## src/rtl/core/lpmr_pkg.sv

```systemverilog
// Package for the length-prefixed message ring.
// Types, codes and control/status bundles shared by the top level, lpmr_ctrl and lpmr_dp; no dependencies.
`default_nettype none
package lpmr_pkg;

    localparam int LEN_W   = 10;
    localparam int BYTE_W  = 8;
    localparam int CNT_W   = 8;
    localparam int FILL_W  = 10;
    localparam int HIDX_W  = 3;

    typedef enum logic [1:0] {
        F_PUT_START = 2'd0,
        F_PUT_BYTE  = 2'd1,
        F_GET_START = 2'd2,
        F_GET_BYTE  = 2'd3
    } t_func;

    typedef enum logic [2:0] {
        ST_OK           = 3'd0,
        ST_TOO_LARGE    = 3'd1,
        ST_LINE_FULL    = 3'd2,
        ST_EMPTY        = 3'd3,
        ST_READER_SMALL = 3'd4,
        ST_NO_XFER      = 3'd5
    } t_status;

    typedef enum logic [3:0] {
        S_IDLE,
        S_DECODE,
        S_DCHK,
        S_HB,
        S_HC,
        S_HUSE,
        S_HWR,
        S_GBYTE,
        S_FIN
    } t_state;

    typedef struct packed {
        logic              load;
        logic              set_st;
        t_status           st;
        logic              skip_read;
        logic              rd_next;
        logic              cap_lo;
        logic              cap_hi;
        logic              drop_step;
        logic              get_pop;
        logic              hdr_wr;
        logic              hdr_last;
        logic [HIDX_W-1:0] hdr_idx;
        logic              put_byte;
        logic              get_byte;
        logic              emit;
    } t_cmd;

    typedef struct packed {
        t_func func;
        logic  put_open;
        logic  get_open;
        logic  len_big;
        logic  fits;
        logic  used_lt_need;
        logic  drop_on;
        logic  cnt_zero;
        logic  hdr_too_long;
        logic  out_free;
    } t_stat;

endpackage
`default_nettype wire

```

## src/rtl/core/lpmr_ctrl.sv

```systemverilog
// Sequencer for the message ring: decodes an item and steps the datapath.
// Depends on lpmr_pkg.
`default_nettype none
module lpmr_ctrl
    import lpmr_pkg::*;
#(
    parameter int HEADER_BYTES = 4
) (
    input  wire logic  i_clk,
    input  wire logic  i_rst_n,
    input  wire logic  i_in_valid,
    output logic       o_in_ready,
    input  wire t_stat i_stat,
    output t_cmd       o_cmd
);
    localparam int KW = $clog2(HEADER_BYTES + 1);

    t_state          r_state, n_state;
    logic [KW-1:0]   r_k, n_k;

    always_ff @(posedge i_clk) begin
        if (!i_rst_n) begin
            r_state <= S_IDLE;
            r_k     <= '0;
        end else begin
            r_state <= n_state;
            r_k     <= n_k;
        end
    end

    always_comb begin
        n_state    = r_state;
        n_k        = r_k;
        o_cmd      = '0;
        o_cmd.st   = ST_OK;
        o_cmd.hdr_idx = HIDX_W'(r_k);
        o_in_ready = 1'b0;
        case (r_state)
            S_IDLE: begin
                o_in_ready = i_stat.out_free;
                if (i_in_valid && i_stat.out_free) begin
                    o_cmd.load = 1'b1;
                    n_state    = S_DECODE;
                end
            end
            S_DECODE: begin
                n_state = S_FIN;
                case (i_stat.func)
                    F_PUT_START: begin
                        if (i_stat.put_open) begin
                            o_cmd.set_st = 1'b1;
                            o_cmd.st     = ST_NO_XFER;
                        end else if (i_stat.len_big) begin
                            o_cmd.set_st = 1'b1;
                            o_cmd.st     = ST_TOO_LARGE;
                        end else if (i_stat.fits) begin
                            n_k     = '0;
                            n_state = S_HWR;
                        end else if (i_stat.used_lt_need) begin
                            o_cmd.set_st = 1'b1;
                            o_cmd.st     = ST_TOO_LARGE;
                        end else if (!i_stat.drop_on) begin
                            o_cmd.set_st = 1'b1;
                            o_cmd.st     = ST_LINE_FULL;
                        end else begin
                            o_cmd.skip_read = 1'b1;
                            n_state         = S_DCHK;
                        end
                    end
                    F_PUT_BYTE: begin
                        if (!i_stat.put_open) begin
                            o_cmd.set_st = 1'b1;
                            o_cmd.st     = ST_NO_XFER;
                        end else begin
                            o_cmd.put_byte = 1'b1;
                        end
                    end
                    F_GET_START: begin
                        if (i_stat.get_open) begin
                            o_cmd.set_st = 1'b1;
                            o_cmd.st     = ST_NO_XFER;
                        end else if (i_stat.cnt_zero) begin
                            o_cmd.set_st = 1'b1;
                            o_cmd.st     = ST_EMPTY;
                        end else begin
                            n_state = S_HB;
                        end
                    end
                    default: begin
                        if (!i_stat.get_open) begin
                            o_cmd.set_st = 1'b1;
                            o_cmd.st     = ST_NO_XFER;
                        end else begin
                            n_state = S_GBYTE;
                        end
                    end
                endcase
            end
            S_DCHK: begin
                if (i_stat.fits) begin
                    n_k     = '0;
                    n_state = S_HWR;
                end else if (i_stat.cnt_zero) begin
                    o_cmd.set_st = 1'b1;
                    o_cmd.st     = ST_TOO_LARGE;
                    n_state      = S_FIN;
                end else begin
                    n_state = S_HB;
                end
            end
            S_HB: begin
                o_cmd.cap_lo  = 1'b1;
                o_cmd.rd_next = 1'b1;
                n_state       = (HEADER_BYTES >= 2) ? S_HC : S_HUSE;
            end
            S_HC: begin
                o_cmd.cap_hi = 1'b1;
                n_state      = S_HUSE;
            end
            S_HUSE: begin
                if (i_stat.func == F_PUT_START) begin
                    o_cmd.drop_step = 1'b1;
                    n_state         = S_DCHK;
                end else if (i_stat.hdr_too_long) begin
                    o_cmd.set_st = 1'b1;
                    o_cmd.st     = ST_READER_SMALL;
                    n_state      = S_FIN;
                end else begin
                    o_cmd.get_pop = 1'b1;
                    n_state       = S_FIN;
                end
            end
            S_HWR: begin
                o_cmd.hdr_wr = 1'b1;
                n_k          = r_k + 1'b1;
                if (r_k == KW'(HEADER_BYTES - 1)) begin
                    o_cmd.hdr_last = 1'b1;
                    n_state        = S_FIN;
                end
            end
            S_GBYTE: begin
                o_cmd.get_byte = 1'b1;
                n_state        = S_FIN;
            end
            S_FIN: begin
                o_cmd.emit = 1'b1;
                n_state    = S_IDLE;
            end
            default: begin
                n_state = S_IDLE;
            end
        endcase
    end
endmodule
`default_nettype wire

```

## config.mk

```make
export PLATFORM = sky130hd
export DESIGN_NAME = lpmr_ctrl
export DESIGN_NICKNAME = d
export VERILOG_FILES = /design/src/rtl/core/lpmr_pkg.sv /design/src/rtl/core/lpmr_ctrl.sv
export SDC_FILE = /design/constraint.sdc
export NUM_CORES = 1
export LEC_CHECK = 0
export BUFFER_PORTS_ARGS = -buffer_cell sky130_fd_sc_hd__buf_4
export CORE_MARGIN = 2
export CORE_UTILIZATION = 45
export DETAILED_ROUTE_END_ITERATION = 12
export GPL_TIMING_DRIVEN = 0
export PLACE_DENSITY_LB_ADDON = 0.2
export SYNTH_ARGS = -nofsm -noshare
export SYNTH_HDL_FRONTEND = slang
export SYNTH_SLANG_ARGS = --single-unit
```

## constraint.sdc

```tcl
create_clock -name i_clk -period 2.2 [get_ports i_clk]
set_input_delay 0.22 -clock i_clk [delete_from_list [all_inputs] [get_ports i_clk]]
set_output_delay 0.22 -clock i_clk [all_outputs]
set_load 0.02 [all_outputs]
```

==> summary.md <==
| Metric | Value |
|---|---|
| Result of the run | `finished, final reports clean` |
| Routed length on met3 | `roughly 150 microns` |
| Floorplan core area | `1510 sq um` |
| WL met1 | `878 microns` |
| Warnings, synthesis | `0` |
| Area taken by multi-input logic gates | `522 sq um` |
| WP data required | `1980 ps` |
| CTS sink count | `7` |
| Leakage | `about 0.00045 uW` |
| Dominant cells by area after synthesis | `sky130_fd_sc_hd__dfxtp_1, sky130_fd_sc_hd__o21ai_0, sky130_fd_sc_hd__nor2b_1` |
| Cell Area, Synth | `719 sq um` |
| Minimum clock period after layout | `2140 ps` |
| Number of antenna violations at the first check in global routing | `0` |
| Combinational family with the most area after synthesis | `simple AND/OR/NAND/NOR gates` |
| Slew at the pin with the worst max-slew slack | `390 ps` |
| Maximum number of pins on one net before global-route repair | `11` |
| Worst slew slack as a fraction of its limit | `73.4%` |
| Cell at the root of the clock tree | `sky130_fd_sc_hd__clkbuf_4` |
| Share of synthesized cell area in and, or, nand and nor gates | `~38%` |
| Crit path to | `o_cmd[17]` |
| Via count of the first global-routing pass | `772` |
| Hold Worst Slack | `228 ps` |
| CTS Hold Bufs | `0` |
| Area after DPL | `between 900 and 1000 sq um` |
| Fill cell total of the finished layout | `142` |
| Routed WL per cell | `13.2 microns` |
| Gate count after technology mapping | `between 90 and 100` |
| Max Used Layer | `met3` |
| MaxCap Viol Count | `0` |
| Summed area of non-filler cells in the final layout | `1000 sq um` |
| Launch point of the worst reg-to-reg path | `r_state[0]` |
| Share of synthesized area occupied by flip-flops and latches | `slightly below 20%` |
| First-iteration detailed-routing DRC count | `19` |
| Min-Delay Path Class | `input port to flip-flop` |
| Final ANT Viol Nets | `0` |
| Routed wire length | `1950 microns` |
| RSZ-0062 raised after global routing | `yes` |
| Final period utilization | `roughly 97%` |
| Total global-route track usage | `22.4%` |
| Setup clock skew after layout | `between 1 and 1.5 ps` |
| Endpoints failing hold | `0` |
| PortBufs | `31` |
| Proportion of synthesized flip-flops having asynchronous set or reset | `0%` |
| Peak Freq | `468 MHz` |
| Number of flops mapped to enable cells by yosys | `0` |
| Number of register bits inferred by synthesis | `7` |
| Post-CTS setup buffers | `0` |
| Clock-pin slew reported for the worst setup and hold paths after clock tree synthesis | `50 ps` |
| First element of the critical path | `r_state[3]` |
| Mux share of post-synthesis cell area | `2.78%` |
| Global-route wire length before repair | `3290 microns` |
| Crit path DAT | `1920 ps` |
| Post-Place Worst Slack | `304 ps` |
| Aggregate global routing overflow | `0` |
| Top cell type's share of synthesized area | `19.5%` |
| Capturing point of the worst reg2reg path | `r_state[3]` |
| Synth-to-layout area growth | `39.5%` |
| Maximum clock path buffer count | `2` |
| Complex-gate fraction of the synthesized area | `27.5%` |
| Clock buffer count from CTS | `3` |
| Die Ht | `44.0 microns` |
| Main flop type after synthesis | `sky130_fd_sc_hd__dfxtp_1` |
| Setup_tns | `0 ps` |
| Minimum setup slack among reg-to-reg paths | `~410 ps` |
| CTS H-Tree Depth | `1` |
| Remaining design rule violation count | `0` |
| Cell Rows | `14` |
| Total area of sequential cells | `approximately 140 sq um` |
| Power, Total | `roughly 430 uW` |
| Start-to-end type of the worst setup path | `flip-flop to output port` |
| Number of antenna cells inserted | `0` |
| Power per cell area | `425 nW/um^2` |
| TritonCTS clock tree | `done` |
| Die Outline Area | `1930 sq um` |
| Total I/O pin count | `34` |
| Peak supply drop | `413 uV` |
| DRT Pass-1 Iters | `4` |
| Crit-path max FO | `8` |
| Clock insertion delay at the later pin of the skew report | `250 ps` |
| Vias per std cell | `5.97` |
| Floorplan die width | `44.0 microns` |
| Slew Limit Fails | `0` |
| Distinct cells, synth | `40` |
| Fraction of the mapped netlist area in adder cells | `3.48%` |
| Type of destination of the critical path | `output port` |
| Placer congestion estimate | `0.892` |
| Mean Syn Cell Area | `about 7.4 sq um` |
| Area leader, netlist | `sky130_fd_sc_hd__dfxtp_1` |
| Met2 layer wire length in the routed design | `slightly above 900 microns` |
| Share of the synthesized netlist area taken by xor and xnor gates | `1.22%` |
| Estimated wirelength of the detail-placed design | `1470 microns` |
| Number of vias after detailed routing | `883` |
| Net Count, Synth | `113` |
| Share of layout cells above drive strength 1 | `between 30% and 40%` |
| Post-layout nets | `149` |
| Least setup slack across all paths after layout | `63.3 ps` |
| Worst Reg-to-Reg Cells | `4` |
| Total of cells resized after clock tree synthesis | `0` |
| Initial core utilization | `approximately 48%` |
| Nature of the critical path startpoint | `flip-flop` |
| Number of failing setup endpoints in the final timing report | `0` |
power by group:
group          switching, uW  internal [uW]  leakage, uW  total (uW)
Sequential              5.75            133    0.0000567         139
Clock                   44.7           69.0    0.0000150         114
Combinational           94.0           79.7     0.000378         174
Total                    144            282     0.000450         426
metal layers:
layer  GRT usage (%)  vias to the layer above
met3            7.92                        0
met5               0                        -
met2            33.8                       33
met4            7.27                        0
li1                -                      437
met1            29.5                      413
worst max-delay path, stage by stage, from the launching register on:
cell and delay [ps]:
sky130_fd_sc_hd__dfxtp_1 330, sky130_fd_sc_hd__or4b_1 510, sky130_fd_sc_hd__clkbuf_4 190, sky130_fd_sc_hd__a311o_1 310, sky130_fd_sc_hd__o211ai_1 170, sky130_fd_sc_hd__buf_4 170
worst min path at each step:
stage,start,cells after the start,endpoint
after floorplan,i_rst_n,1,r_state[2]
after CTS,i_rst_n,2,r_state[2]
after detailed placement,r_k[2],1,r_k[2]
after global routing,i_rst_n,2,r_state[2]
final,i_rst_n,2,r_state[2]
after global placement,r_k[2],1,r_k[2]
cell families (layout without fill, tap and decap cells):
group                      Yosys count  in the layout
buffers and inverters               14             49
DFF                                  7              7
adders and majority gates            2              2
xor gates and xnor gates             1              1
muxes                                2              2
and+or+nand+nor                     42             42
AOI/OAI and AO/OA                   29             29
synth_stat cells, types with 2 or more instances:
library cell	instances
sky130_fd_sc_hd__nand2_1	4
sky130_fd_sc_hd__nor2_1	7
sky130_fd_sc_hd__dfxtp_1	7
sky130_fd_sc_hd__o41a_1	2
sky130_fd_sc_hd__and3_1	2
sky130_fd_sc_hd__or4b_2	2
sky130_fd_sc_hd__o21ai_0	8
sky130_fd_sc_hd__ha_1	2
sky130_fd_sc_hd__clkbuf_1	7
sky130_fd_sc_hd__nor4_1	3
sky130_fd_sc_hd__nand2b_1	3
sky130_fd_sc_hd__o21bai_1	2
sky130_fd_sc_hd__nor2b_1	5
sky130_fd_sc_hd__a21oi_1	6
sky130_fd_sc_hd__nor4b_1	2
sky130_fd_sc_hd__nor3_1	4
sky130_fd_sc_hd__and2_1	3
sky130_fd_sc_hd__inv_1	5
sky130_fd_sc_hd__mux2i_1	2
cells in the final DEF, fill, tap and decap left out, types with 3 or more instances in the layout:
cell	synthesis	layout
sky130_fd_sc_hd__o21ai_0	8	7
sky130_fd_sc_hd__nor2_1	7	7
sky130_fd_sc_hd__nor3_1	4	4
sky130_fd_sc_hd__clkbuf_4	0	4
sky130_fd_sc_hd__nor2b_1	5	5
sky130_fd_sc_hd__nand2b_1	3	3
sky130_fd_sc_hd__nand2_1	4	4
sky130_fd_sc_hd__and2_1	3	3
sky130_fd_sc_hd__dfxtp_1	7	7
sky130_fd_sc_hd__nor4_1	3	3
sky130_fd_sc_hd__buf_4	1	32
sky130_fd_sc_hd__inv_1	5	5
sky130_fd_sc_hd__clkbuf_1	7	6
sky130_fd_sc_hd__a21oi_1	6	6
final cells by class:
class / instances / share of cell area (%)
Clock buffer: 4 / 2.62
Sequential cell: 7 / 14.0
Inverter: 5 / 1.87
Multi-Input combinational cell: 76 / 52.0
Tap cell: 16 / 2.00
Buffer: 9 / 4.36
Timing Repair Buffer: 31 / 23.2
state kept, by name (all words and copies together) (netlist names):
name and count:
r_state 4, r_k 3
per-stage QoR:
step / instances / utilization [%]
2_1_floorplan: 97 / -
3_3_place_gp: 144 / 64.5
3_5_place_dp: 144 / 64.5
4_1_cts: 148 / 66.3
5_1_grt: 148 / 66.6
6_report: 148 / 66.6
Power figures use the tool's default switching activity.
